[src/hdl/dcnt_pkg.sv]
// ----------------------------------------------------------------------------
// dcnt_pkg
// shared types, constants and helpers for the diamond region counter
// ----------------------------------------------------------------------------
package dcnt_pkg;

    localparam int DEF_MAX_ROWS = 64;
    localparam int DEF_MAX_COLS = 64;
    localparam int DIM_W        = 7;
    localparam int COLOR_W      = 8;
    localparam int RUN_W        = 7;
    localparam int TOTAL_W      = 18;
    localparam int ADDR_MAX_W   = 20;
    localparam int CFG_IDX_W    = 2;
    localparam logic [TOTAL_W-1:0] TOTAL_MAX = '1;

    localparam logic [CFG_IDX_W-1:0] CFG_ROWS = 2'd0;
    localparam logic [CFG_IDX_W-1:0] CFG_COLS = 2'd1;

    typedef enum logic [2:0] {
        S_LOAD,
        S_RD_A,
        S_RD_B,
        S_CALC,
        S_DONE
    } t_state;

    typedef enum logic [1:0] {
        PASS_UL,
        PASS_UR,
        PASS_DL,
        PASS_DR
    } t_pass;

    typedef struct packed {
        logic                  cell_we;
        logic [ADDR_MAX_W-1:0] cell_waddr;
        logic [COLOR_W-1:0]    cell_wdata;
        logic [ADDR_MAX_W-1:0] rd_addr;
        logic                  run_we;
        t_pass                 run_sel;
        logic [ADDR_MAX_W-1:0] run_waddr;
        logic [RUN_W-1:0]      run_wdata;
    } t_mem_req;

    typedef struct packed {
        logic [COLOR_W-1:0] color;
        logic [RUN_W-1:0]   ul;
        logic [RUN_W-1:0]   ur;
        logic [RUN_W-1:0]   dl;
    } t_mem_rsp;

    typedef struct packed {
        logic busy;
        logic at_origin;
        logic last_load;
    } t_status;

    function automatic logic [DIM_W-1:0] clamp_dim(input logic [DIM_W-1:0] v, input int maxv);
        logic [DIM_W-1:0] r;
        if (v == '0) begin
            r = DIM_W'(1);
        end else if (int'(v) > maxv) begin
            r = DIM_W'(maxv);
        end else begin
            r = v;
        end
        return r;
    endfunction

    function automatic logic [RUN_W-1:0] min_run(input logic [RUN_W-1:0] a,
                                                  input logic [RUN_W-1:0] b);
        return (a < b) ? a : b;
    endfunction

endpackage

[src/hdl/dcnt_ctrl.sv]
// ----------------------------------------------------------------------------
// dcnt_ctrl
// load sequencer, four directional sweeps and the summing result register
// ----------------------------------------------------------------------------
module dcnt_ctrl import dcnt_pkg::*; #(
    parameter int MAX_ROWS = DEF_MAX_ROWS,
    parameter int MAX_COLS = DEF_MAX_COLS
) (
    input  logic               i_clk,
    input  logic               i_rst_n,
    input  logic [DIM_W-1:0]   i_rows,
    input  logic [DIM_W-1:0]   i_cols,
    input  logic               i_restart,
    input  logic               i_cell_valid,
    output logic               o_cell_ready,
    input  logic [COLOR_W-1:0] i_cell_color,
    output logic               o_total_valid,
    input  logic               i_total_ready,
    output logic [TOTAL_W-1:0] o_diamond_total,
    output t_mem_req           o_req,
    input  t_mem_rsp           i_rsp,
    output t_status            o_status
);

    t_state r_state, n_state;
    t_pass  r_pass;
    logic [DIM_W-1:0]   r_row, r_col;
    logic [COLOR_W-1:0] r_color, r_prev_color;
    logic [RUN_W-1:0]   r_ul, r_ur, r_dl, r_prev_run;
    logic [TOTAL_W-1:0] r_sum;
    logic               r_out_valid;
    logic [TOTAL_W-1:0] r_out;

    logic [DIM_W-1:0] nr, nc;
    logic             fwd, top;
    logic [DIM_W-1:0] col_start, col_end, row_start, row_end;
    logic             vborder, hborder, row_last, col_last, pass_last;
    logic [ADDR_MAX_W-1:0] addr, vaddr;
    logic [RUN_W-1:0] vrun, run, m4;
    logic             match;
    logic [TOTAL_W:0] sum_ext;
    logic [TOTAL_W-1:0] sum_next;
    logic             accept, load_last, out_free, out_load;

    assign nr = clamp_dim(i_rows, MAX_ROWS);
    assign nc = clamp_dim(i_cols, MAX_COLS);

    assign fwd       = (r_pass == PASS_UL) || (r_pass == PASS_DL);
    assign top       = (r_pass == PASS_UL) || (r_pass == PASS_UR);
    assign col_start = fwd ? '0 : nc - DIM_W'(1);
    assign col_end   = fwd ? nc - DIM_W'(1) : '0;
    assign row_start = top ? '0 : nr - DIM_W'(1);
    assign row_end   = top ? nr - DIM_W'(1) : '0;
    assign vborder   = (r_row == row_start);
    assign hborder   = (r_col == col_start);
    assign col_last  = (r_col == col_end);
    assign row_last  = (r_row == row_end);
    assign pass_last = col_last && row_last;

    assign addr  = ADDR_MAX_W'(32'(r_row) * MAX_COLS + 32'(r_col));
    assign vaddr = top ? addr - ADDR_MAX_W'(MAX_COLS) : addr + ADDR_MAX_W'(MAX_COLS);

    always_comb begin
        case (r_pass)
            PASS_UR: vrun = i_rsp.ur;
            PASS_DL: vrun = i_rsp.dl;
            default: vrun = i_rsp.ul;
        endcase
    end

    assign match = (r_color == i_rsp.color) && (r_color == r_prev_color);
    assign run   = (vborder || hborder || !match) ? RUN_W'(1)
                                                  : min_run(vrun, r_prev_run) + RUN_W'(1);
    assign m4    = min_run(min_run(r_ul, r_ur), min_run(r_dl, run));

    assign sum_ext  = {1'b0, r_sum} + (TOTAL_W+1)'(m4);
    assign sum_next = sum_ext[TOTAL_W] ? TOTAL_MAX : sum_ext[TOTAL_W-1:0];

    assign o_cell_ready = (r_state == S_LOAD);
    assign accept       = i_cell_valid && o_cell_ready;
    assign load_last    = (r_row == nr - DIM_W'(1)) && (r_col == nc - DIM_W'(1));
    assign out_free     = !r_out_valid || i_total_ready;
    assign out_load     = (r_state == S_CALC && r_pass == PASS_DR && pass_last && out_free)
                       || (r_state == S_DONE && out_free);

    // next state
    always_comb begin
        n_state = r_state;
        unique case (r_state)
            S_LOAD: begin
                if (accept && load_last && !i_restart) begin
                    n_state = S_RD_A;
                end
            end
            S_RD_A: n_state = S_RD_B;
            S_RD_B: n_state = S_CALC;
            S_CALC: begin
                if (r_pass == PASS_DR && pass_last) begin
                    n_state = out_free ? S_LOAD : S_DONE;
                end else begin
                    n_state = S_RD_A;
                end
            end
            S_DONE: begin
                if (out_free) begin
                    n_state = S_LOAD;
                end
            end
            default: n_state = S_LOAD;
        endcase
    end

    // memory requests
    always_comb begin
        o_req            = '0;
        o_req.cell_we    = accept;
        o_req.cell_waddr = addr;
        o_req.cell_wdata = i_cell_color;
        o_req.rd_addr    = (r_state == S_RD_B && !vborder) ? vaddr : addr;
        o_req.run_we     = (r_state == S_CALC);
        o_req.run_sel    = r_pass;
        o_req.run_waddr  = addr;
        o_req.run_wdata  = run;
    end

    always_ff @(posedge i_clk) begin
        if (!i_rst_n) begin
            r_state     <= S_LOAD;
            r_pass      <= PASS_UL;
            r_row       <= '0;
            r_col       <= '0;
            r_out_valid <= 1'b0;
        end else begin
            r_state <= n_state;
            if (out_load) begin
                r_out_valid <= 1'b1;
            end else if (i_total_ready) begin
                r_out_valid <= 1'b0;
            end
            unique case (r_state)
                S_LOAD: begin
                    if (i_restart) begin
                        r_row <= '0;
                        r_col <= '0;
                    end else if (accept) begin
                        if (load_last) begin
                            r_row  <= '0;
                            r_col  <= '0;
                            r_pass <= PASS_UL;
                        end else if (r_col == nc - DIM_W'(1)) begin
                            r_col <= '0;
                            r_row <= r_row + DIM_W'(1);
                        end else begin
                            r_col <= r_col + DIM_W'(1);
                        end
                    end
                end
                S_CALC: begin
                    if (pass_last) begin
                        unique case (r_pass)
                            PASS_UL: begin
                                r_pass <= PASS_UR;
                                r_row  <= '0;
                                r_col  <= nc - DIM_W'(1);
                            end
                            PASS_UR: begin
                                r_pass <= PASS_DL;
                                r_row  <= nr - DIM_W'(1);
                                r_col  <= '0;
                            end
                            PASS_DL: begin
                                r_pass <= PASS_DR;
                                r_row  <= nr - DIM_W'(1);
                                r_col  <= nc - DIM_W'(1);
                            end
                            default: begin
                                r_pass <= PASS_UL;
                                r_row  <= '0;
                                r_col  <= '0;
                            end
                        endcase
                    end else if (col_last) begin
                        r_col <= col_start;
                        r_row <= top ? r_row + DIM_W'(1) : r_row - DIM_W'(1);
                    end else begin
                        r_col <= fwd ? r_col + DIM_W'(1) : r_col - DIM_W'(1);
                    end
                end
                default: begin
                end
            endcase
        end
    end

    // datapath registers
    always_ff @(posedge i_clk) begin
        if (r_state == S_RD_B) begin
            r_color <= i_rsp.color;
            r_ul    <= i_rsp.ul;
            r_ur    <= i_rsp.ur;
            r_dl    <= i_rsp.dl;
        end
        if (r_state == S_CALC) begin
            r_prev_color <= r_color;
            r_prev_run   <= run;
            if (r_pass == PASS_DR) begin
                r_sum <= sum_next;
            end else if (r_pass == PASS_DL && pass_last) begin
                r_sum <= '0;
            end
        end
        if (out_load) begin
            r_out <= (r_state == S_CALC) ? sum_next : r_sum;
        end
    end

    assign o_total_valid   = r_out_valid;
    assign o_diamond_total = r_out;

    assign o_status.busy      = (r_state != S_LOAD);
    assign o_status.at_origin = (r_row == '0) && (r_col == '0);
    assign o_status.last_load = accept && load_last && !i_restart;

endmodule

[config.mk]
export PLATFORM = sky130hd
export DESIGN_NAME = dcnt_ctrl
export DESIGN_NICKNAME = d
export VERILOG_FILES = /design/src/hdl/dcnt_pkg.sv /design/src/hdl/dcnt_ctrl.sv
export SDC_FILE = /design/constraint.sdc
export NUM_CORES = 1
export LEC_CHECK = 0
export ABC_CLOCK_PERIOD_IN_PS = 25200
export BUFFER_PORTS_ARGS = -buffer_cell sky130_fd_sc_hd__clkbuf_2
export CAP_MARGIN = 20
export CORE_UTILIZATION = 55
export DETAILED_ROUTE_END_ITERATION = 8
export PLACE_DENSITY = 0.83
export SYNTH_ARGS = -nofsm -noshare
export SYNTH_HDL_FRONTEND = slang
export SYNTH_SLANG_ARGS = --single-unit
[constraint.sdc]
create_clock -name i_clk -period 25.2 [get_ports i_clk]
set_input_delay 2.52 -clock i_clk [delete_from_list [all_inputs] [get_ports i_clk]]
set_output_delay 2.52 -clock i_clk [all_outputs]
set_load 0.005 [all_outputs]
=== Word level (Yosys, flattened, before mapping) ===
Index checks and enable logic that the tools add are counted.

* Word-level logic and storage cells: 146
* Register bits: 100
* Output and inout bits: 102
* Input port bits: 56

* Add/sub/neg operators: 11
* Reduce and logical (&&, ||, !) cells: 41
* $lt $le $gt $ge: 6
* Eq/ne operators: 24
* Muxes and demuxes: 51

{| class="wikitable"
|+ Operators by type and width
! operator !! count
|-
| $mux 7 || 29
|-
| $mux 18 || 4
|-
| $eq 7x7->1 || 6
|-
| $pmux 7 s2 || 3
|-
| $mux 20 || 2
|-
| $logic_not 7->1 || 4
|-
| $lt 7x7->1 || 4
|-
| $sub 7x1->7 const B || 4
|-
| $add 7x1->7 const B || 3
|-
| $add 18x7->19 || 1
|-
| $eq 8x8->1 || 2
|-
| $add 14x7->15 const B || 1
|-
| $pmux 3 s5 || 1
|-
| $sub 14x7->15 const B || 1
|-
| $add 13x7->14 || 1
|-
| $gt 7x7->1 const B || 2
|-
| $logic_and 1x1->1 || 14
|-
| $mux 3 || 4
|-
| $mux 2 || 4
|-
| $ne 2x1->1 const B || 4
|-
| $eq 3x2->1 const B || 2
|-
| $logic_or 1x1->1 || 6
|-
| $pmux 2 s3 || 1
|-
| $reduce_and 2->1 || 3
|-
| other kinds (18) || 27
|}

=== Logic depth before layout (Yosys ltp) ===
* Depth after elaboration: 16
* Gate-level depth with buffers: 45

=== Least setup slack after synthesis ===
No wires, ideal clock.

* Path kind: input to register
* Start point: in i_rsp[3] (netlist name)
* End point: reg r_out[16], in the netlist o_diamond_total[16], data pin
* Stages: 41
* Data arrival time: 10.146 ns
* Slack: 14.794 ns
* Library setup time: 0.260 ns
* Cells stage by stage: a22oi_1 > a21oi_1 > ha_1 > a211o_1 > a21oi_1 > o21ai_0 > a21oi_1 > clkbuf_1 > nand2_1 > o21ai_0 > ha_1 > nand3_1 > xnor2_1 > nor2_1 > a211oi_1 > inv_1 > ha_1 > a21o_1 > [... 5 more ...] > ha_1 > a21o_1 > a21o_1 > a221o_1 > buf_4 > mux2_2 > ha_1 > inv_1 > fa_1 > nor2b_1 > o21ai_0 > a21boi_0 > o21ai_0 > a21boi_0 > o21ai_0 > nor2_1 > nand2_1 > mux2_2

{| class="wikitable"
|+ RTL lines
! what !! RTL line !! source
|-
| start: declaration || dcnt_ctrl.sv:21 || <nowiki>input t_mem_rsp i_rsp,</nowiki>
|-
| end signal: assignment || dcnt_ctrl.sv:213 || <nowiki>r_out <= (r_state == S_CALC) ? sum_next : r_sum;</nowiki>
|-
| end: declaration || dcnt_ctrl.sv:32 || <nowiki>logic [TOTAL_W-1:0] r_out;</nowiki>
|}

=== Worst setup path after layout ===
* Start point: in i_rsp[3] (netlist name)
* End point: reg r_out[7], in the netlist o_diamond_total[7], data pin

* Cells in the longest elaborated chain, start to end: 12

{| class="wikitable"
|+ Ends and longest elaborated chain
! what !! RTL line !! source
|-
| $pmux 7 s2 (*) || dcnt_ctrl.sv:64 || <nowiki>case (r_pass)</nowiki>
|-
| $lt 7x7->1 || dcnt_pkg.sv:73 || <nowiki>return (a < b) ? a : b;</nowiki>
|-
| $mux 7 (*) || dcnt_pkg.sv:73 ||
|-
| $add 7x1->7 (*) || dcnt_ctrl.sv:73 || <nowiki>: min_run(vrun, r_prev_run) + RUN_W'(1);</nowiki>
|-
| $mux 7 (*) || dcnt_ctrl.sv:72 || <nowiki>assign run = (vborder || hborder || !match) ? RUN_W'(1)</nowiki>
|-
| $lt 7x7->1 || dcnt_pkg.sv:73 ||
|-
| $mux 7 (*) || dcnt_pkg.sv:73 ||
|-
| $lt 7x7->1 || dcnt_pkg.sv:73 ||
|-
| $mux 7 (*) || dcnt_pkg.sv:73 ||
|-
| $add 18x7->19 (*) || dcnt_ctrl.sv:76 || <nowiki>assign sum_ext = {1'b0, r_sum} + (TOTAL_W+1)'(m4);</nowiki>
|-
| $mux 18 (*) || dcnt_ctrl.sv:77 || <nowiki>assign sum_next = sum_ext[TOTAL_W] ? TOTAL_MAX : sum_ext[TOTAL_W-1:0];</nowiki>
|-
| $mux 18 (*) || dcnt_ctrl.sv:213 ||
|}

Mark *: on every way between the ends. The rest lies on a longest branch, timed or not.
A chain may end at the register's enable or synchronous reset.

==> impl_metrics.env <==
export IMPL_fp_coreArea_um2=14600
export IMPL_grt_use_met2=0.429
export IMPL_drc=0
export IMPL_cts_clk_slew_worst_paths_ns=0.07
export IMPL_clock_sinks=100
export IMPL_synth_warnings=0
export IMPL_period_share=0.465
export IMPL_cts_hold_buffers_added=0
export IMPL_grt_pass1_vias=6579
export IMPL_slowest_stage="a21oi_1"
export IMPL_via_per_inst=6.11
export IMPL_drive_gt1_frac=0.179
export IMPL_synth_async_reset_ratio=0
export IMPL_hold_viol=0
export IMPL_grt_util_met1=0.343
export IMPL_slew_viol_final=0
export IMPL_postCtsSetupRepairBufs=0
export IMPL_drt_initial_drc_count=706
export IMPL_hp_class="reg -> reg"
export IMPL_start_kind="input port"
export IMPL_syn_inst=934
export IMPL_area_growth_pct=8.18
export IMPL_track_usage=0.259
export IMPL_grt_max_degree=35
export IMPL_synth_edf_count=80
export IMPL_cp_arrival_ns=11.90
export IMPL_crit_path_end_kind="register"
export IMPL_io_pin_count=158
export IMPL_multiInputGateArea_um2=4680
export IMPL_final_setup_skew_ns=0.0112
export IMPL_wl_per_cell_um=17.0
export IMPL_die_y_um=124
export IMPL_slowest_delay_ns=0.76
export IMPL_avgSynthCellArea_um2=8.83
export IMPL_dieArea_um2=15500
export IMPL_worstSetupPathType="in -> reg"
export IMPL_placed_area_um2=8640
export IMPL_synth_main_ff_cell="edfxtp_1"
export IMPL_first_pass_iters=5
export IMPL_clockBufferDepth=2
export IMPL_cap_viol_max_count=0
export IMPL_max_freq_ghz=0.0854
export IMPL_top_usage_layer="met2"
export IMPL_htreeDepth=3
export IMPL_tns_ns=0
export IMPL_post_dp_hpwl_um=14800
export IMPL_fp_dieW_um=124
export IMPL_ys_seq_elements=100
export IMPL_p_per_area_nw_per_um2=52.5
export IMPL_vdd_ir_drop_worst_mv=0.0371
export IMPL_status="complete, no violations"
export IMPL_tightest_slew_ns=0.925
export IMPL_slew_headroom=0.383
export IMPL_post_cts_resized=0
export IMPL_grt_overflow_total=0
export IMPL_postLayoutCellArea_um2=8920
export IMPL_cts_tree="done"
export IMPL_fp_row_count=44
export IMPL_seq_area_um2=2800
export IMPL_antenna_found_initial=0
export IMPL_gp_congestion=0.958
export IMPL_worstPathRequired_ns=25.39
export IMPL_hold_depth=0
export IMPL_numCtsBuffers=9
export IMPL_setup_viol=0
export IMPL_antenna_cells=0
export IMPL_use_met3=0.0468
export IMPL_seq_area_frac_synth=0.340
export IMPL_fillers=1268
export IMPL_clk_latency_ns=0.35
export IMPL_ff2ff_path_depth=40
export IMPL_ant_nets=0
export IMPL_grt_pass1_wl_um=33000
export IMPL_start_util=0.565
export IMPL_cellLeakagePower_nw=3.62
export IMPL_port_buffers=129
export IMPL_nNetsFinal=1100
export IMPL_rsz0062_at_grt="no"
export IMPL_crit_fanout=14
export IMPL_routed_wl_um=20100
export IMPL_yosysUniqueCellTypes=90
export IMPL_cts_root_buf="clkbuf_16"
export IMPL_syn_area_um2=8240
export IMPL_min_period_ns=11.71
export IMPL_vias=7234
-- cell usage after synthesis, types with 5 or more instances --
master      n  area (um2)
nor2_1     83         312
edfxtp_1   80        2400
nand2_1    62         233
inv_1      58         218
o21ai_0    58         290
buf_4      53         398
ha_1       49         613
a21oi_1    47         235
clkbuf_1   39         146
xnor2_1    32         280
mux2i_1    26         260
nand3_1    23         115
nor3_1     22         110
dfxtp_1    20         400
xor2_1     18         158
and3_1     14        87.6
nand2b_1   12        75.1
a211oi_1   10        75.1
a31oi_1    10        62.6
and2_1     10        62.6
nor4_1     10        62.6
or3_1      10        62.6
nand4_1     9        56.3
o211ai_1    9        67.6
a22oi_1     8        60.1
nor2b_1     8        50.1
nor3b_1     8        60.1
o22ai_1     8        50.1
a21o_1      7        52.6
mux2_2      7        78.8
nor4b_1     7        61.3
o31ai_1     7        52.6
o2111ai_1   6        52.6
or2_2       6        37.5
a21boi_0    5        37.5
nand3b_1    5        37.5
-- routing by layer --
layer,vias up,routed length (um)
li1,3492,-
met1,3384,8790
met2,316,9490
met3,42,1380
met4,0,453
met5,-,0
-- cells by family after synthesis --
kind of cell / after synthesis / synth area share
AO/OA/AOI/OAI: 233 / 0.192
XOR/XNOR: 51 / 0.0559
adder cells (fa/ha/maj): 50 / 0.0768
buffers and inverters: 158 / 0.0983
flip-flops: 100 / 0.340
multiplexers: 34 / 0.0430
other: 1 / 0.000455
AND/OR/NAND/NOR: 307 / 0.194
-- per-stage QoR --
step                setup WS (ns)  power [mW]  hold WS [ns]   util  cells
floorplan                   14.79       0.304         0.443      -    945
global placement            13.45       0.333         0.448  0.592   1167
detailed placement          13.25       0.336         0.461  0.592   1167
CTS                         13.57       0.468         0.476  0.611   1183
global route                12.68       0.494         0.492  0.611   1183
finish                      13.49       0.468         0.475  0.611   1183
-- final cells by class --
| class | count | share of cell area |
|---|---|---|
| clock inverters | 4 | 0.00238 |
| clock buffers | 12 | 0.0289 |
| repair buffers | 137 | 0.0791 |
| inverters | 59 | 0.0248 |
| well taps | 184 | 0.0258 |
| multi-input cells | 687 | 0.525 |
| flip-flops and latches | 100 | 0.314 |
-- power breakdown --
group	internal, mW	leakage [nW]	switching [mW]
clock	0.0726	0.142	0.0603
sequential	0.186	0.834	0.0117
combinational	0.0594	2.64	0.0785
-- final timing paths --
check | endpoint | from | slack [ns]
setup / recovery | o_diamond_total[7] | i_rsp[3] | 13.49
hold / removal | r_prev_color[3] | r_color[3] | 0.47
setup reg to reg | o_diamond_total[7] | r_pass[1] | 14.34
hold reg to reg | r_prev_color[3] | r_color[3] | 0.47
-- critical path: cells and delay by family --
family / cells / cell delay [ns]
compound gates: 19 / 5.28
fa+ha+maj: 6 / 1.73
simple gates: 7 / 1.05
mux: 3 / 0.91
buf+inv: 3 / 0.26
xor+xnor: 1 / 0.14
-- cells in the final DEF, fill, tap and decap left out, types with 6 or more instances in the layout --
master,instances
and3_1,14
or2_2,6
a31oi_1,10
mux2_2,7
o21ai_0,58
o22ai_1,8
a21oi_1,47
xnor2_1,32
nor4b_1,7
a22oi_1,8
inv_1,58
buf_4,8
a211oi_1,10
clkbuf_16,10
and2_1,10
xor2_1,18
nor3b_1,7
o31ai_1,7
edfxtp_1,80
clkbuf_2,129
o2111ai_1,6
o211ai_1,9
nand3_1,23
dfxtp_1,20
nand4_1,9
nor4_1,10
a21o_1,7
mux2i_1,26
nor3_1,22
nand2b_1,12
nor2b_1,8
conb_1,12
nor2_1,82
or3_1,10
ha_1,49
nand2_1,62
-- registers in the layout, indices dropped and copies added, names as in the netlist --
name and flops:
o_diamond_total 18, r_sum 18, r_color 8, r_prev_color 8, r_col 7, r_dl 7
r_prev_run 7, r_row 7, r_ul 7, r_ur 7, r_state 3, r_pass 2
o_total_valid 1
Note: power is estimated with default switching activity, not from simulation.
